[src/hfc_pkg.sv]
`timescale 1ns / 1ps

package hfc_pkg;

   localparam logic [7:0]  CRC_POLY = 8'h31;
   localparam logic [7:0]  CRC_INIT = 8'hFF;
   localparam logic [14:0] T_SPAN   = 15'd17500;
   localparam logic [14:0] H_SPAN   = 15'd10000;
   localparam logic [14:0] T_OFFSET = 15'd4500;

   localparam logic QTY_TEMP  = 1'b0;
   localparam logic QTY_HUMID = 1'b1;

   typedef struct packed {
      logic        quantity;
      logic [15:0] raw_value;
      logic        crc_ok;
   } rec_type;

   typedef struct packed {
      logic full;
      logic empty;
   } qstat_type;

   function automatic logic [7:0] crc_feed(input logic [7:0] crc, input logic [7:0] b);
      logic [7:0] v;
      v = crc ^ b;
      for (int k = 0; k < 8; k++) begin
         if (v[7]) begin
            v = {v[6:0], 1'b0} ^ CRC_POLY;
         end else begin
            v = {v[6:0], 1'b0};
         end
      end
      return v;
   endfunction

endpackage

[src/hfc_if.sv]
`timescale 1ns / 1ps

interface hfc_req_if;
   logic       valid;
   logic       ready;
   logic [7:0] rx_byte;
   logic       restart;

   modport source (output valid, output rx_byte, output restart, input ready);
   modport sink (input valid, input rx_byte, input restart, output ready);
endinterface

interface hfc_rsp_if;
   logic               valid;
   logic               ready;
   logic               quantity;
   logic        [15:0] raw_value;
   logic signed [14:0] scaled_value;
   logic               crc_ok;

   modport source (output valid, output quantity, output raw_value, output scaled_value,
                   output crc_ok, input ready);
   modport sink (input valid, input quantity, input raw_value, input scaled_value,
                 input crc_ok, output ready);
endinterface

[src/hfc_front.sv]
`timescale 1ns / 1ps

module hfc_front (
   input  logic              clock,
   input  logic              reset,
   hfc_req_if.sink           req,
   input  hfc_pkg::qstat_type q_stat,
   output logic              push,
   output hfc_pkg::rec_type  push_rec
);
   import hfc_pkg::*;

   typedef enum logic [5:0] {
      ST_T_HI  = 6'b000001,
      ST_T_LO  = 6'b000010,
      ST_T_CRC = 6'b000100,
      ST_H_HI  = 6'b001000,
      ST_H_LO  = 6'b010000,
      ST_H_CRC = 6'b100000
   } state_type;

   state_type  state_ff, state_in, cur_state;
   logic [7:0] crc_ff, crc_in;
   logic [7:0] high_ff, high_in;
   logic [7:0] low_ff, low_in;
   logic [7:0] crc_base;
   logic       accept;
   logic       ok;

   assign req.ready = !q_stat.full;
   assign accept    = req.valid && req.ready;
   assign cur_state = req.restart ? ST_T_HI : state_ff;
   assign ok        = (crc_ff == req.rx_byte);

   always_comb begin
      crc_base = crc_ff;
      if (cur_state == ST_T_HI || cur_state == ST_H_HI) begin
         crc_base = CRC_INIT;
      end
   end

   always_comb begin
      state_in = state_ff;
      crc_in   = crc_ff;
      high_in  = high_ff;
      low_in   = low_ff;
      push     = 1'b0;
      push_rec.quantity  = QTY_TEMP;
      push_rec.raw_value = {high_ff, low_ff};
      push_rec.crc_ok    = ok;
      if (accept) begin
         unique case (cur_state)
            ST_T_LO: begin
               low_in   = req.rx_byte;
               crc_in   = crc_feed(crc_base, req.rx_byte);
               state_in = ST_T_CRC;
            end
            ST_T_CRC: begin
               push     = 1'b1;
               crc_in   = CRC_INIT;
               state_in = ok ? ST_H_HI : ST_T_HI;
            end
            ST_H_HI: begin
               high_in  = req.rx_byte;
               crc_in   = crc_feed(crc_base, req.rx_byte);
               state_in = ST_H_LO;
            end
            ST_H_LO: begin
               low_in   = req.rx_byte;
               crc_in   = crc_feed(crc_base, req.rx_byte);
               state_in = ST_H_CRC;
            end
            ST_H_CRC: begin
               push     = 1'b1;
               push_rec.quantity = QTY_HUMID;
               crc_in   = CRC_INIT;
               state_in = ST_T_HI;
            end
            default: begin
               high_in  = req.rx_byte;
               crc_in   = crc_feed(CRC_INIT, req.rx_byte);
               state_in = ST_T_LO;
            end
         endcase
      end
   end

   always_ff @(posedge clock) begin
      if (reset) begin
         state_ff <= ST_T_HI;
         crc_ff   <= CRC_INIT;
         high_ff  <= '0;
         low_ff   <= '0;
      end else begin
         state_ff <= state_in;
         crc_ff   <= crc_in;
         high_ff  <= high_in;
         low_ff   <= low_in;
      end
   end

endmodule

[src/hfc_queue.sv]
`timescale 1ns / 1ps

module hfc_queue (
   input  logic               clock,
   input  logic               reset,
   input  logic               push,
   input  hfc_pkg::rec_type   push_rec,
   input  logic               pop,
   output hfc_pkg::rec_type   pop_rec,
   output hfc_pkg::qstat_type q_stat
);
   import hfc_pkg::*;

   rec_type    mem_ff [2];
   logic       wr_ptr_ff, wr_ptr_in;
   logic       rd_ptr_ff, rd_ptr_in;
   logic [1:0] count_ff, count_in;
   logic       do_push, do_pop;

   assign q_stat.full  = (count_ff == 2'd2);
   assign q_stat.empty = (count_ff == 2'd0);
   assign do_push      = push && !q_stat.full;
   assign do_pop       = pop && !q_stat.empty;
   assign pop_rec      = mem_ff[rd_ptr_ff];

   always_comb begin
      wr_ptr_in = wr_ptr_ff ^ do_push;
      rd_ptr_in = rd_ptr_ff ^ do_pop;
      count_in  = count_ff + 2'(do_push) - 2'(do_pop);
   end

   always_ff @(posedge clock) begin
      if (do_push) begin
         mem_ff[wr_ptr_ff] <= push_rec;
      end
   end

   always_ff @(posedge clock) begin
      if (reset) begin
         wr_ptr_ff <= 1'b0;
         rd_ptr_ff <= 1'b0;
         count_ff  <= '0;
      end else begin
         wr_ptr_ff <= wr_ptr_in;
         rd_ptr_ff <= rd_ptr_in;
         count_ff  <= count_in;
      end
   end

endmodule

[src/hfc_back.sv]
`timescale 1ns / 1ps

module hfc_back (
   input  logic               clock,
   input  logic               reset,
   input  hfc_pkg::qstat_type q_stat,
   input  hfc_pkg::rec_type   pop_rec,
   output logic               pop,
   hfc_rsp_if.source          rsp
);
   import hfc_pkg::*;

   logic               valid_ff, valid_in;
   logic               qty_ff, qty_in;
   logic        [15:0] raw_ff, raw_in;
   logic signed [14:0] scaled_ff, scaled_in;
   logic               ok_ff, ok_in;
   logic        [14:0] span;
   logic        [30:0] product;
   logic        [14:0] frac;

   assign pop     = !q_stat.empty && (!valid_ff || rsp.ready);
   assign span    = (pop_rec.quantity == QTY_HUMID) ? H_SPAN : T_SPAN;
   assign product = {15'd0, pop_rec.raw_value} * {16'd0, span};
   assign frac    = product[30:16];

   always_comb begin
      valid_in  = valid_ff && !rsp.ready;
      qty_in    = qty_ff;
      raw_in    = raw_ff;
      scaled_in = scaled_ff;
      ok_in     = ok_ff;
      if (pop) begin
         valid_in  = 1'b1;
         qty_in    = pop_rec.quantity;
         raw_in    = pop_rec.raw_value;
         ok_in     = pop_rec.crc_ok;
         scaled_in = (pop_rec.quantity == QTY_HUMID) ? signed'(frac)
                                                     : signed'(frac - T_OFFSET);
      end
   end

   always_ff @(posedge clock) begin
      if (reset) begin
         valid_ff <= 1'b0;
      end else begin
         valid_ff <= valid_in;
      end
   end

   always_ff @(posedge clock) begin
      qty_ff    <= qty_in;
      raw_ff    <= raw_in;
      scaled_ff <= scaled_in;
      ok_ff     <= ok_in;
   end

   assign rsp.valid        = valid_ff;
   assign rsp.quantity     = qty_ff;
   assign rsp.raw_value    = raw_ff;
   assign rsp.scaled_value = scaled_ff;
   assign rsp.crc_ok       = ok_ff;

endmodule

[src/humidity_temp_frame_checker_unit.sv]
`timescale 1ns / 1ps

// Takes one received sensor byte per cycle while req ready is high (temperature
// high, low, CRC, then humidity high, low, CRC; restart forces the byte to be a
// temperature high byte) and emits one item per CRC byte with the raw word, the
// scaled value in hundredths and crc_ok. A bad temperature CRC restarts the
// sequence. The CRC is unrolled, so the front end takes a byte every cycle while
// ready is high; results enter a two-entry queue and a single constant multiply
// fills the output register, which an item reaches via the queue. req ready falls
// only while two results sit in the queue behind a stalled output register.

module humidity_temp_frame_checker_unit (
   input logic       clock,
   input logic       reset,
   hfc_req_if.sink   req_if,
   hfc_rsp_if.source rsp_if
);
   import hfc_pkg::*;

   qstat_type q_stat;
   rec_type   push_rec;
   rec_type   pop_rec;
   logic      push;
   logic      pop;

   hfc_front u_front (
      .clock    (clock),
      .reset    (reset),
      .req      (req_if),
      .q_stat   (q_stat),
      .push     (push),
      .push_rec (push_rec)
   );

   hfc_queue u_queue (
      .clock    (clock),
      .reset    (reset),
      .push     (push),
      .push_rec (push_rec),
      .pop      (pop),
      .pop_rec  (pop_rec),
      .q_stat   (q_stat)
   );

   hfc_back u_back (
      .clock   (clock),
      .reset   (reset),
      .q_stat  (q_stat),
      .pop_rec (pop_rec),
      .pop     (pop),
      .rsp     (rsp_if)
   );

endmodule

[src/flat_wrapper.sv]
// flat-port wrapper written by rule: the top's interface ports become plain ports
module humidity_temp_frame_checker_unit_flat import hfc_pkg::*;
  (clock, reset, req_if_valid, req_if_rx_byte, req_if_restart, req_if_ready, rsp_if_valid, rsp_if_quantity, rsp_if_raw_value, rsp_if_scaled_value, rsp_if_crc_ok, rsp_if_ready);
  hfc_req_if req_if_i ();
  hfc_rsp_if rsp_if_i ();
  input logic clock;
  input logic reset;
  input wire logic [$bits(req_if_i.valid)-1:0] req_if_valid;
  input wire logic [$bits(req_if_i.rx_byte)-1:0] req_if_rx_byte;
  input wire logic [$bits(req_if_i.restart)-1:0] req_if_restart;
  output wire logic [$bits(req_if_i.ready)-1:0] req_if_ready;
  output wire logic [$bits(rsp_if_i.valid)-1:0] rsp_if_valid;
  output wire logic [$bits(rsp_if_i.quantity)-1:0] rsp_if_quantity;
  output wire logic [$bits(rsp_if_i.raw_value)-1:0] rsp_if_raw_value;
  output wire logic [$bits(rsp_if_i.scaled_value)-1:0] rsp_if_scaled_value;
  output wire logic [$bits(rsp_if_i.crc_ok)-1:0] rsp_if_crc_ok;
  input wire logic [$bits(rsp_if_i.ready)-1:0] rsp_if_ready;
  assign req_if_i.valid = req_if_valid;
  assign req_if_i.rx_byte = req_if_rx_byte;
  assign req_if_i.restart = req_if_restart;
  assign req_if_ready = req_if_i.ready;
  assign rsp_if_valid = rsp_if_i.valid;
  assign rsp_if_quantity = rsp_if_i.quantity;
  assign rsp_if_raw_value = rsp_if_i.raw_value;
  assign rsp_if_scaled_value = rsp_if_i.scaled_value;
  assign rsp_if_crc_ok = rsp_if_i.crc_ok;
  assign rsp_if_i.ready = rsp_if_ready;
  humidity_temp_frame_checker_unit u_core (.clock(clock), .reset(reset), .req_if(req_if_i), .rsp_if(rsp_if_i));
endmodule
[config.mk]
export PLATFORM = sky130hd
export DESIGN_NAME = humidity_temp_frame_checker_unit_flat
export DESIGN_NICKNAME = d
export VERILOG_FILES = /design/src/hfc_pkg.sv /design/src/hfc_if.sv /design/src/hfc_front.sv /design/src/hfc_queue.sv /design/src/hfc_back.sv /design/src/humidity_temp_frame_checker_unit.sv /design/src/flat_wrapper.sv
export SDC_FILE = /design/constraint.sdc
export NUM_CORES = 1
export LEC_CHECK = 0
export ABC_AREA = 1
export BUFFER_PORTS_ARGS = -buffer_cell sky130_fd_sc_hd__buf_2
export CAP_MARGIN = 20
export CELL_PAD_IN_SITES_DETAIL_PLACEMENT = 0
export CELL_PAD_IN_SITES_GLOBAL_PLACEMENT = 2
export CORE_UTILIZATION = 40
export CTS_CLUSTER_SIZE = 40
export DETAILED_ROUTE_END_ITERATION = 16
export HOLD_SLACK_MARGIN = 0.05
export PLACE_DENSITY_LB_ADDON = 0.08
export SLEW_MARGIN = 25
export SYNTH_ARGS = -nofsm -noshare
export SYNTH_HDL_FRONTEND = slang
export SYNTH_SLANG_ARGS = --single-unit
[constraint.sdc]
create_clock -name clock -period 8.54 [get_ports clock]
set_input_delay 0.854 -clock clock [delete_from_list [all_inputs] [get_ports clock]]
set_output_delay 0.854 -clock clock [all_outputs]
set_load 0.01 [all_outputs]
Word level (Yosys, flattened, before mapping)
Memories as Yosys holds them, arrays and structs flattened. A register that Yosys moved wholly into a read port is not among the register bits.
Cells that the tools add are included.
{"block": "word_totals", "ff_bits": 68, "mem_count": 1, "wordCells": 179, "ramBits": 36, "output_inout_bits": 35}
{"block": "classes", "n_eq_ne": 8, "mux": 101, "n_reduce_logical": 18, "multipliers": 1, "n_addsub": 3, "bitwise": 35}
{"name": "u_core.u_queue.mem_ff", "depth": 2, "width": 18, "rd": 1, "rd_ports_with_merged_regs": 1, "wr": 1, "line": "hfc_queue.sv:14", "text": "rec_type mem_ff [2];"}
{"op": "two-way mux 8 bit", "n": 57}
{"op": "two-way mux 6 bit", "n": 31}
{"op": "inverter 3 bit", "n": 30}
{"op": "case mux 8 bit (4 select lines)", "n": 1}
{"op": "multiplier 16 x 15 -> 31 bit", "n": 1}
{"op": "two-way mux 15 bit", "n": 2}
{"op": "case mux 6 bit (5 select lines)", "n": 1}
{"op": "subtractor 15 x 13 -> 15 bit, second input constant", "n": 1}
{"op": "== test 8 bit", "n": 1}
{"op": "two-way mux 1 bit", "n": 8}
{"op": "inverter 8 bit", "n": 1}
{"op": "XOR 8 bit", "n": 1}
{"op": "== test 6 x 1 -> 1 bit, second input constant", "n": 1}
{"op": "== test 6 x 2 -> 1 bit, second input constant", "n": 1}
{"op": "== test 6 x 3 -> 1 bit, second input constant", "n": 1}
{"op": "== test 6 x 4 -> 1 bit, second input constant", "n": 1}
{"op": "== test 6 x 5 -> 1 bit, second input constant", "n": 1}
{"op": "== test 6 bit, second input constant", "n": 1}
{"op": "logical AND 1 bit", "n": 5}
{"op": "OR reduction 5 bit", "n": 1}
{"op": "logical NOT 1 bit", "n": 4}
{"op": "two-way mux 4 bit", "n": 1}
{"op": "AND reduction 2 bit", "n": 2}
{"op": "OR reduction 2 bit", "n": 2}
{"op": "other kinds (8)", "n": 10}

Logic depth before layout (Yosys ltp)
Gate-level depths: netlist of the first run.
{"block": "logic_depth", "word_depth": 36, "mapped_depth": 38}

Hierarchy
A second synthesis of the first run with hierarchy kept.
{"block": "hier_totals", "cells_unflattened": 1179, "area_unflattened_um2": 10307.4}
{"mod": "hfc_back", "seq_area_each_um2": 1011.0, "n_inst": 1, "cells_each": 810, "area_per_inst_um2": 6744.0}
{"mod": "hfc_front", "seq_area_each_um2": 600.6, "n_inst": 1, "cells_each": 278, "area_per_inst_um2": 1953.1}
{"mod": "hfc_queue", "seq_area_each_um2": 1161.1, "n_inst": 1, "cells_each": 91, "area_per_inst_um2": 1610.3}

Worst setup path after synthesis of the first run
OpenSTA, ideal clock, no wires.
{"block": "synth_path", "path_type": "reg2reg", "startpoint": "reg, netlist name u_core.u_queue.rd_ptr_ff", "endpoint": "reg u_core.u_back.scaled_ff[12] (netlist: u_core.u_back.rsp.scaled_value[12]), data pin", "path_stages_with_launch": 31, "required_ns": 8.275, "t_arrival_ns": 5.719, "path_slack_ns": 2.556, "setup_time_ns": 0.265, "path_cell_list": "dfxtp_1 > buf_6 > inv_4 > nand2_1 > nand2_1 > clkbuf_1 > buf_1 > nor2_1 > ha_1 > inv_1 > fa_1 > inv_1 > fa_1 > fa_1 > inv_1 > fa_1 > inv_1 > ha_1 > ha_1 > nand2_1 > nor4_1 > nand2_1 > nand3b_1 > nand2_1 > ha_1 > or2_1 > nand2_1 > nand3b_1 > nand2_1 > nand2_1 > xor2_1"}
{"element": "end signal, assigned", "line": "hfc_back.sv:54", "text": "scaled_ff <= scaled_in;"}
{"element": "end, declared", "line": "hfc_back.sv:16", "text": "logic signed [14:0] scaled_ff, scaled_in;"}

==> flow_summary.toml, run 1 <==
[run_status]
run_status = "finished clean"

[flow_run]
timing.max_cap.violations = 0

[timing]
finalSetupTns_ns = 0
final_cycle_share_pct = 86.0
worst_pin_slew_ns = 0.948
rsz0062_at_grt = "false"
final_hold_viol_count = 0
final.min_clock_period_ns = 7.34
achievable_freq_mhz = 136
drv_slew = 0
max_slew_margin_pct = 36.7
setup_viol_count_final = 0
final.setup_skew_ns = 0.0138

[synth]
synthDistinctLibCells = 43
syn_area_per_cell_um2 = 8.84
synth_cells = 1111
postSynthRegisterBits = 104
yosys_warnings = 0
mappedNetlistArea_um2 = 9820
synth_sequential_area_ratio_pct = 28.2

[final_layout]
multi_input_gate_area_um2 = 6160
drive_gt1_share_pct = 10.3
area_growth_synth_to_finish_pct = 9.81
fill_cells = 2351
antenna_cells_inserted = 0
finalNetCount = 1396
register_area_um2 = 2770

[clock_network]
cts_resized = 0
htreeDepth = 3
clock-root-buffer = "sky130_fd_sc_hd__clkbuf_16"
postCtsSetupRepairBufs = 0
tritoncts = "done"
clock_insertion_delay_worst_skew_ns = 0.36
cts_made_buffers = 9
worst_setup_hold_path_clk_slew_ns = 0.09
post_cts_hold_buffer_count = 0
clkSinkCount = 104
maximum_buffer_depth_of_the_clock_tree = 2

[critical_path]
timing.critical_path.to_type = "register"
cp_data_arrival_time_ns = 7.45
regToRegStartpoint = "u_core.u_queue.rd_ptr_ff$_SDFF_PP0_"
timing_worst_setup_path_type = "reg -> reg"
crit_path_start = "u_core.u_queue.rd_ptr_ff$_SDFF_PP0_"
critical_path_peak_fanout = 27
setup.worst_path.start_class = "register"
critPathRequiredTime_ns = 8.65

[floorplanning]
die_height_um = 159
num_io_pins = 48
core_um2 = 23800
dieArea_um2 = 25200
die_x_um = 159
rows = 56
floorplan.initialDensity_pct = 41.3

[detailed_routing]
routed-via-count = 7134
route.final.wire_length_um = 23400
first_iter_violations = 332
vias_per_cell = 4.76
drt_pass1_iterations = 5
drt.antenna.violating_nets = 0
drc_errors = 0
wl_per_cell_um = 15.6

[global_routing]
maximum_number_of_pins_on_one_net_before_global_route_repair = 34
overflow = 0
first_global_vias = 6752
grt_usage_pct = 19.8
first_pass_grt_wire_length_um = 37300
grt_antenna_before_repair = 0

[min_path]
hp-start = "u_core.u_front.low_ff[1]$_SDFFE_PP0P_"
worst_min_delay_path_class = "reg -> reg"

[place]
hpwlAfterDp_um = 19300
place.gp.congestion = 0.816
buffer_ports.inserted = 47
[synthesized netlist by cell type (all sizes together)]
library cell    n  area [um2]
o211ai          3        22.5
nor3            9        50.1
a211oi          7        52.6
nor2           89         349
nand3b          6        45.0
dfxtp          35         701
ha            124        1550
nand4           6        43.8
edfxtp         69        2070
a31oi           1        6.26
nand2         184         758
o21ai          77         445
buf             5        38.8
xor2           22         193
conb            2        7.51
or2            13        81.3
clkbuf         16        60.1
a21o            1        7.51
inv           229         865
xnor2          21         184
nand3          43         240
o21bai          4        30.0
nor4            3        18.8
fa             85        1700
o22ai           3        18.8
clkinv          1        8.76
o21a            1        7.51
a21oi          52         260
[stage by stage]
step	setup slack, ns	cell area, um2	std cells	hold WS (ns)	utilization [%]
after floorplan	2.56	9910	1134	0.420	-
after global placement	1.18	10500	1482	0.429	44.1
after detailed placement	1.15	10500	1482	0.437	44.1
after CTS	1.13	10800	1498	0.462	45.4
after global routing	0.661	10800	1498	0.479	45.4
final	1.20	10800	1498	0.458	45.4
[state kept, by name, indices dropped and copies added, names as in the netlist]
register                        count
u_core.u_back.rsp.quantity          1
u_core.u_back.rsp.raw_value        16
u_core.u_front.crc_ff               8
u_core.u_front.state_ff             6
u_core.u_front.high_ff              8
u_core.u_queue.rd_ptr_ff            1
u_core.u_back.rsp.crc_ok            1
u_core.u_front.low_ff               8
u_core.u_back.rsp.valid             1
u_core.u_back.rsp.scaled_value     15
u_core.u_queue.count_ff             2
u_core.u_queue.wr_ptr_ff            1
u_core.u_queue.mem_ff              36
[logic make-up after synthesis]
kind of cell,after synthesis,synth area share [%]
compound gates,149,8.66
xor+xnor,43,3.84
fa+ha+maj,209,33.1
buf+inv,251,9.90
flops,104,28.2
other cells,2,0.0765
simple gates,353,16.2
[critical path, stage by stage, from the launching register on]
cell,delay (ns)
sky130_fd_sc_hd__dfxtp_1,0.95
sky130_fd_sc_hd__inv_4,0.18
sky130_fd_sc_hd__nand2_1,0.11
sky130_fd_sc_hd__nand2_1,0.53
sky130_fd_sc_hd__nor2_1,0.37
sky130_fd_sc_hd__ha_1,0.27
sky130_fd_sc_hd__inv_1,0.08
sky130_fd_sc_hd__fa_1,0.45
sky130_fd_sc_hd__fa_1,0.52
sky130_fd_sc_hd__fa_1,0.54
sky130_fd_sc_hd__inv_1,0.06
sky130_fd_sc_hd__fa_1,0.47
sky130_fd_sc_hd__ha_1,0.30
sky130_fd_sc_hd__ha_1,0.37
sky130_fd_sc_hd__a21oi_1,0.19
sky130_fd_sc_hd__o21ai_0,0.18
sky130_fd_sc_hd__a21oi_1,0.20
sky130_fd_sc_hd__nand2_1,0.12
sky130_fd_sc_hd__nand2_1,0.07
sky130_fd_sc_hd__nand2_1,0.10
sky130_fd_sc_hd__ha_1,0.21
sky130_fd_sc_hd__or2_1,0.25
sky130_fd_sc_hd__nand2_1,0.10
sky130_fd_sc_hd__nand3b_1,0.14
sky130_fd_sc_hd__nand2_1,0.12
sky130_fd_sc_hd__nand2_1,0.06
sky130_fd_sc_hd__xor2_1,0.13
[worst paths after layout]
path                                                       end  slack (ns)  cells after the start
setup reg to reg  u_core.u_back.rsp.scaled_value[12]$_DFFE_PP_        1.20                     26
setup / recovery  u_core.u_back.rsp.scaled_value[12]$_DFFE_PP_        1.20                     26
hold / removal           u_core.u_queue.mem_ff[0][2]$_DFFE_PP_        0.46                      0
hold reg to reg          u_core.u_queue.mem_ff[0][2]$_DFFE_PP_        0.46                      0
[cells in the final DEF (no fill, tap or decap), types with 5 or more instances in the layout]
cell / n
sky130_fd_sc_hd__xor2_1: 22
sky130_fd_sc_hd__o21ai_1: 6
sky130_fd_sc_hd__buf_2: 47
sky130_fd_sc_hd__ha_1: 124
sky130_fd_sc_hd__nor2_1: 87
sky130_fd_sc_hd__dfxtp_1: 35
sky130_fd_sc_hd__nand3_1: 38
sky130_fd_sc_hd__conb_1: 25
sky130_fd_sc_hd__edfxtp_1: 69
sky130_fd_sc_hd__nor3_1: 8
sky130_fd_sc_hd__o21ai_0: 63
sky130_fd_sc_hd__clkbuf_16: 9
sky130_fd_sc_hd__nand4_1: 5
sky130_fd_sc_hd__a211oi_1: 7
sky130_fd_sc_hd__nand3b_1: 6
sky130_fd_sc_hd__fa_1: 85
sky130_fd_sc_hd__nand2_2: 15
sky130_fd_sc_hd__inv_2: 5
sky130_fd_sc_hd__nand2_1: 165
sky130_fd_sc_hd__inv_1: 222
sky130_fd_sc_hd__xnor2_1: 21
sky130_fd_sc_hd__a21oi_1: 52
sky130_fd_sc_hd__or2_2: 12
sky130_fd_sc_hd__nand3_2: 5
[cell type report]
type / instances / area share, %
clock inverters: 7 / 0.870
inverters: 230 / 8.10
repair buffers: 50 / 2.39
clock buffers: 9 / 2.09
well taps: 319 / 3.70
multi-input cells: 779 / 57.1
flip-flops and latches: 104 / 25.7
[routing by layer]
metal / global-route usage, % / part of all wire, % / up-vias
met5: 0 / 0 / -
li1: - / - / 3654
met4: 3.02 / 0.52 / 0
met1: 30.3 / 53 / 3372
met3: 3.18 / 3.3 / 9
met2: 29.5 / 44 / 99
Power of run 1 is not shown: default switching activity piles up to over one toggle a cycle in this logic, so the estimate is an artifact.
==> inputs of run 2 (changes only) <==
--- a/config.mk
+++ b/config.mk
@@ -13,8 +13,10 @@
 export CORE_UTILIZATION = 40
 export CTS_CLUSTER_SIZE = 40
 export DETAILED_ROUTE_END_ITERATION = 16
+export GPL_TIMING_DRIVEN = 0
 export HOLD_SLACK_MARGIN = 0.05
 export PLACE_DENSITY_LB_ADDON = 0.08
+export RECOVER_POWER = 100
 export SLEW_MARGIN = 25
 export SYNTH_ARGS = -nofsm -noshare
 export SYNTH_HDL_FRONTEND = slang
==> flow_summary.toml, run 2 (synthesized netlist as in run 1, its figures left out) <==
[place]
place.gp.congestion = 0.835
buffer_ports.inserted = 46
preCtsSetupSlack_ns = 1.11
hpwlAfterDp_um = 19900

[floorplanning]
num_io_pins = 48
core_um2 = 23800
dieArea_um2 = 25200
rows = 56
die_height_um = 159
floorplan.initialDensity_pct = 41.3
die_x_um = 159

[global_routing]
overflow = 0
maximum_number_of_pins_on_one_net_before_global_route_repair = 23
grt_usage_pct = 20.1
first_global_vias = 6767
first_pass_grt_wire_length_um = 37300
grt_antenna_before_repair = 0

[detailed_routing]
top_signal_layer_used = "met4"
routed-via-count = 7248
drt.antenna.violating_nets = 0
met1_length_um = 12300
drt_pass1_iterations = 5
drc_errors = 0
detailroute.wirelength.met3_um = 998
first_iter_violations = 394
vias_per_cell = 4.78
wl_per_cell_um = 15.8
route.final.wire_length_um = 23900
met2WireLength_um = 10400

[final_layout]
antenna_cells_inserted = 0
largest_register_ff_count = 36
finalNetCount = 1414
drive_gt1_share_pct = 6.18
layout.cells.most_common = "sky130_fd_sc_hd__inv_1"
area_growth_synth_to_finish_pct = 9.63
final_cell_mix = "223 x sky130_fd_sc_hd__inv_1, 168 x sky130_fd_sc_hd__nand2_1, 124 x sky130_fd_sc_hd__ha_1, 87 x sky130_fd_sc_hd__nor2_1, 85 x sky130_fd_sc_hd__fa_1"
fill_cells = 2472
final_util_pct = 45.3
largest_register = "u_core.u_queue.mem_ff"

[clock_network]
cts_made_buffers = 9
maximum_buffer_depth_of_the_clock_tree = 2
htreeDepth = 3
clkSinkCount = 104
clock-root-buffer = "sky130_fd_sc_hd__clkbuf_16"
clock_insertion_delay_worst_skew_ns = 0.37
postCtsSetupRepairBufs = 0
post_cts_hold_buffer_count = 0
cts_resized = 0
worst_setup_hold_path_clk_slew_ns = 0.10
tritoncts = "done"

[critical_path]
critPathRequiredTime_ns = 8.66
worst_path_max_delay_cell = "sky130_fd_sc_hd__clkbuf_1"
worst_path_most_repeated_cell = "sky130_fd_sc_hd__nand2_1"
critical_path_peak_fanout = 10
setup.worst_path.start_class = "register"
cp_data_arrival_time_ns = 7.71
timing_worst_setup_path_type = "reg -> reg"
crit_path_max_incr_delay_ns = 0.63
timing.critical_path.to_type = "register"

[timing]
finalSetupTns_ns = 0
worst_pin_slew_ns = 1.46
drv_slew = 0
setup_viol_count_final = 0
worst_slack_ns = 0.953
finalHoldWorstSlack_ns = 0.466
final_hold_viol_count = 0
final.setup_skew_ns = 0.0140
rsz0062_at_grt = "false"
final_cycle_share_pct = 88.8
max_slew_margin_pct = 2.72
final.min_clock_period_ns = 7.59
achievable_freq_mhz = 132

[min_path]
worst_min_delay_path_class = "reg -> reg"

[flow_run]
timing.max_cap.violations = 0

[run_status]
run_status = "finished clean"
==> run 2: cell count changes in the layout (fill, tap and decap cells not counted), sizes merged <==
cell,change
buf,-39
clkinvlp,+1
clkbuf,+57
inv,-1
==> run 2: stage by stage <==
step / instance area, um2 / std cells
3_3_place_gp: 10500 / 1499
5_1_grt: 10800 / 1516
4_1_cts: 10900 / 1516
3_5_place_dp: 10600 / 1500
2_1_floorplan: 9910 / 1134
6_report: 10800 / 1516
==> run 2: layer usage <==
| layer | vias to the layer above | GRT usage [%] |
|---|---|---|
| met3 | 9 | 2.94 |
| met5 | - | 0 |
| met2 | 126 | 30.3 |
| met4 | 0 | 3.62 |
| li1 | 3679 | - |
| met1 | 3434 | 30.6 |
==> run 2: area by class of cell <==
class / instances / area, um2 / share of cell area, %
Inverter: 230 / 872 / 8.10
Clock inverter: 7 / 93.8 / 0.872
Sequential cell: 104 / 2770 / 25.8
Buffer: 21 / 87.6 / 0.814
Tap cell: 319 / 399 / 3.71
Timing Repair Buffer: 47 / 188 / 1.74
Multi-Input combinational cell: 779 / 6130 / 56.9
Clock buffer: 9 / 225 / 2.09
==> run 2: final timing paths <==
kind / from / slack (ns) / end / cells past startpoint
hold reg to reg: u_core.u_front.low_ff[1]$_SDFFE_PP0P_ / 0.47 / u_core.u_queue.mem_ff[1][2]$_DFFE_PP_ / 0
hold / removal: u_core.u_front.low_ff[1]$_SDFFE_PP0P_ / 0.47 / u_core.u_queue.mem_ff[1][2]$_DFFE_PP_ / 0
setup reg to reg: u_core.u_queue.rd_ptr_ff$_SDFF_PP0_ / 0.95 / u_core.u_back.rsp.scaled_value[12]$_DFFE_PP_ / 27
setup / recovery: u_core.u_queue.rd_ptr_ff$_SDFF_PP0_ / 0.95 / u_core.u_back.rsp.scaled_value[12]$_DFFE_PP_ / 27
==> run 2: worst max-delay path: cells and delay by family (launching register included) <==
kind,cells,cell delay (ns)
AO/OA/AOI/OAI,3,0.65
adder cells (fa/ha/maj),8,3.22
AND/OR/NAND/NOR,11,1.41
XOR/XNOR,1,0.17
buffers and inverters,4,1.53
flip-flops,1,0.32
Power of run 2 is left out for the same reason.
==> inputs of run 3 (changes only) <==
--- a/config.mk
+++ b/config.mk
@@ -16,7 +16,6 @@
 export GPL_TIMING_DRIVEN = 0
 export HOLD_SLACK_MARGIN = 0.05
 export PLACE_DENSITY_LB_ADDON = 0.08
-export RECOVER_POWER = 100
 export SLEW_MARGIN = 25
 export SYNTH_ARGS = -nofsm -noshare
 export SYNTH_HDL_FRONTEND = slang
==> flow_summary.toml, run 3 (synthesized netlist as in run 1, its figures left out) <==
[place]
buffer_ports.inserted = 46
place.gp.congestion = 0.835
hpwlAfterDp_um = 19900
numPlacedInstances = 1500
preCtsSetupSlack_ns = 1.11
dpl-instance-area_um2 = 10600

[final_layout]
area_growth_synth_to_finish_pct = 10.8
antenna_cells_inserted = 0
layoutNonFillerInstCount = 1516
fill_cells = 2435
layout.cells.most_common = "sky130_fd_sc_hd__inv_1"
final_cell_mix = "221 x sky130_fd_sc_hd__inv_1, 165 x sky130_fd_sc_hd__nand2_1, 124 x sky130_fd_sc_hd__ha_1, 87 x sky130_fd_sc_hd__nor2_1, 85 x sky130_fd_sc_hd__fa_1"
drive_gt1_share_pct = 10.4
largest_register = "u_core.u_queue.mem_ff"
finalNetCount = 1414
stdcell_area_um2 = 10900
largest_register_ff_count = 36

[timing]
finalSetupTns_ns = 0
final.setup_skew_ns = 0.0157
max_slew_margin_pct = 34.0
final_hold_viol_count = 0
final.min_clock_period_ns = 7.43
achievable_freq_mhz = 135
rsz0062_at_grt = "false"
final_cycle_share_pct = 87.0
setup_viol_count_final = 0
worst_pin_slew_ns = 0.980
worst_slack_ns = 1.11
drv_slew = 0

[clock_network]
maximum_buffer_depth_of_the_clock_tree = 2
worst_setup_hold_path_clk_slew_ns = 0.10
clkSinkCount = 104
htreeDepth = 3
clock-root-buffer = "sky130_fd_sc_hd__clkbuf_16"
cts_made_buffers = 9
clock_insertion_delay_worst_skew_ns = 0.37
postCtsSetupRepairBufs = 0
cts_resized = 0
post_cts_hold_buffer_count = 0
tritoncts = "done"

[detailed_routing]
vias_per_cell = 4.80
drc_errors = 0
route.final.wire_length_um = 23800
drt.antenna.violating_nets = 0
wl_per_cell_um = 15.7
drt_pass1_iterations = 4
routed-via-count = 7283
first_iter_violations = 408

[global_routing]
grt_usage_pct = 20.1
maximum_number_of_pins_on_one_net_before_global_route_repair = 23
first_global_vias = 6767
first_pass_grt_wire_length_um = 37300
grt_antenna_before_repair = 0
overflow = 0

[critical_path]
critical_path_peak_fanout = 10
cp_data_arrival_time_ns = 7.55
critPathRequiredTime_ns = 8.66
worst_path_most_repeated_cell = "sky130_fd_sc_hd__nand2_1"
r2r_cells = 27
timing_worst_setup_path_type = "reg -> reg"
worst_path_max_delay_cell = "sky130_fd_sc_hd__buf_1"
crit_path_max_incr_delay_ns = 0.63
setup.worst_path.start_class = "register"
timing.critical_path.to_type = "register"

[floorplanning]
rows = 56
core_um2 = 23800
floorplan.initialDensity_pct = 41.3
num_io_pins = 48
die_height_um = 159
dieArea_um2 = 25200
die_x_um = 159

[flow_run]
timing.max_cap.violations = 0

[min_path]
worst_min_delay_path_class = "reg -> reg"
min_delay_path_depth = 0

[run_status]
run_status = "finished clean"
==> run 3: cell count changes in the layout (fill, tap and decap cells not counted), sizes merged <==
| cell | delta |
|---|---|
| clkbuf | -41 |
| inv | +1 |
| clkinvlp | -1 |
| buf | +41 |
==> run 3: stage by stage <==
step | utilization, % | hold WS [ns]
finish | 45.8 | 0.464
global route | 45.8 | 0.473
CTS | 45.8 | 0.462
detailed placement | 44.5 | 0.443
global placement | 44.4 | 0.435
floorplan | - | 0.420
==> run 3: path summary, 6_finish.rpt <==
check / start / to / slack, ns
worst max-delay path: u_core.u_queue.rd_ptr_ff$_SDFF_PP0_ / u_core.u_back.rsp.scaled_value[12]$_DFFE_PP_ / 1.11
worst max register to register: u_core.u_queue.rd_ptr_ff$_SDFF_PP0_ / u_core.u_back.rsp.scaled_value[12]$_DFFE_PP_ / 1.11
worst min-delay path: u_core.u_front.high_ff[0]$_SDFFE_PP0P_ / u_core.u_queue.mem_ff[0][9]$_DFFE_PP_ / 0.46
worst min register to register: u_core.u_front.high_ff[0]$_SDFFE_PP0P_ / u_core.u_queue.mem_ff[0][9]$_DFFE_PP_ / 0.46
==> run 3: critical path, delay by kind of cell, from the launching register on <==
kind / cells / cell delay (ns)
compound gates: 3 / 0.65
xor+xnor: 1 / 0.17
fa+ha+maj: 8 / 3.22
buf+inv: 4 / 1.42
flops: 1 / 0.32
simple gates: 11 / 1.38
==> run 3: final cells by class <==
type	instances	area [um2]	area share, %
tap	319	399	3.67
multi-input combinational	779	6160	56.6
sequential	104	2770	25.5
timing repair buffer	47	258	2.37
buffer	21	98.8	0.908
clock inverter	7	93.8	0.862
inverter	230	873	8.03
clock buffer	9	225	2.07
==> run 3: per-layer routing <==
layer,part of all wire [%],routed length (um),GRT usage [%],up-vias
met5,0,0,0,-
met2,44,10400,30.3,121
met3,3.8,912,2.94,6
li1,-,-,-,3681
met1,52,12400,30.6,3475
met4,0.57,135,3.62,0
Power of run 3 is left out for the same reason.
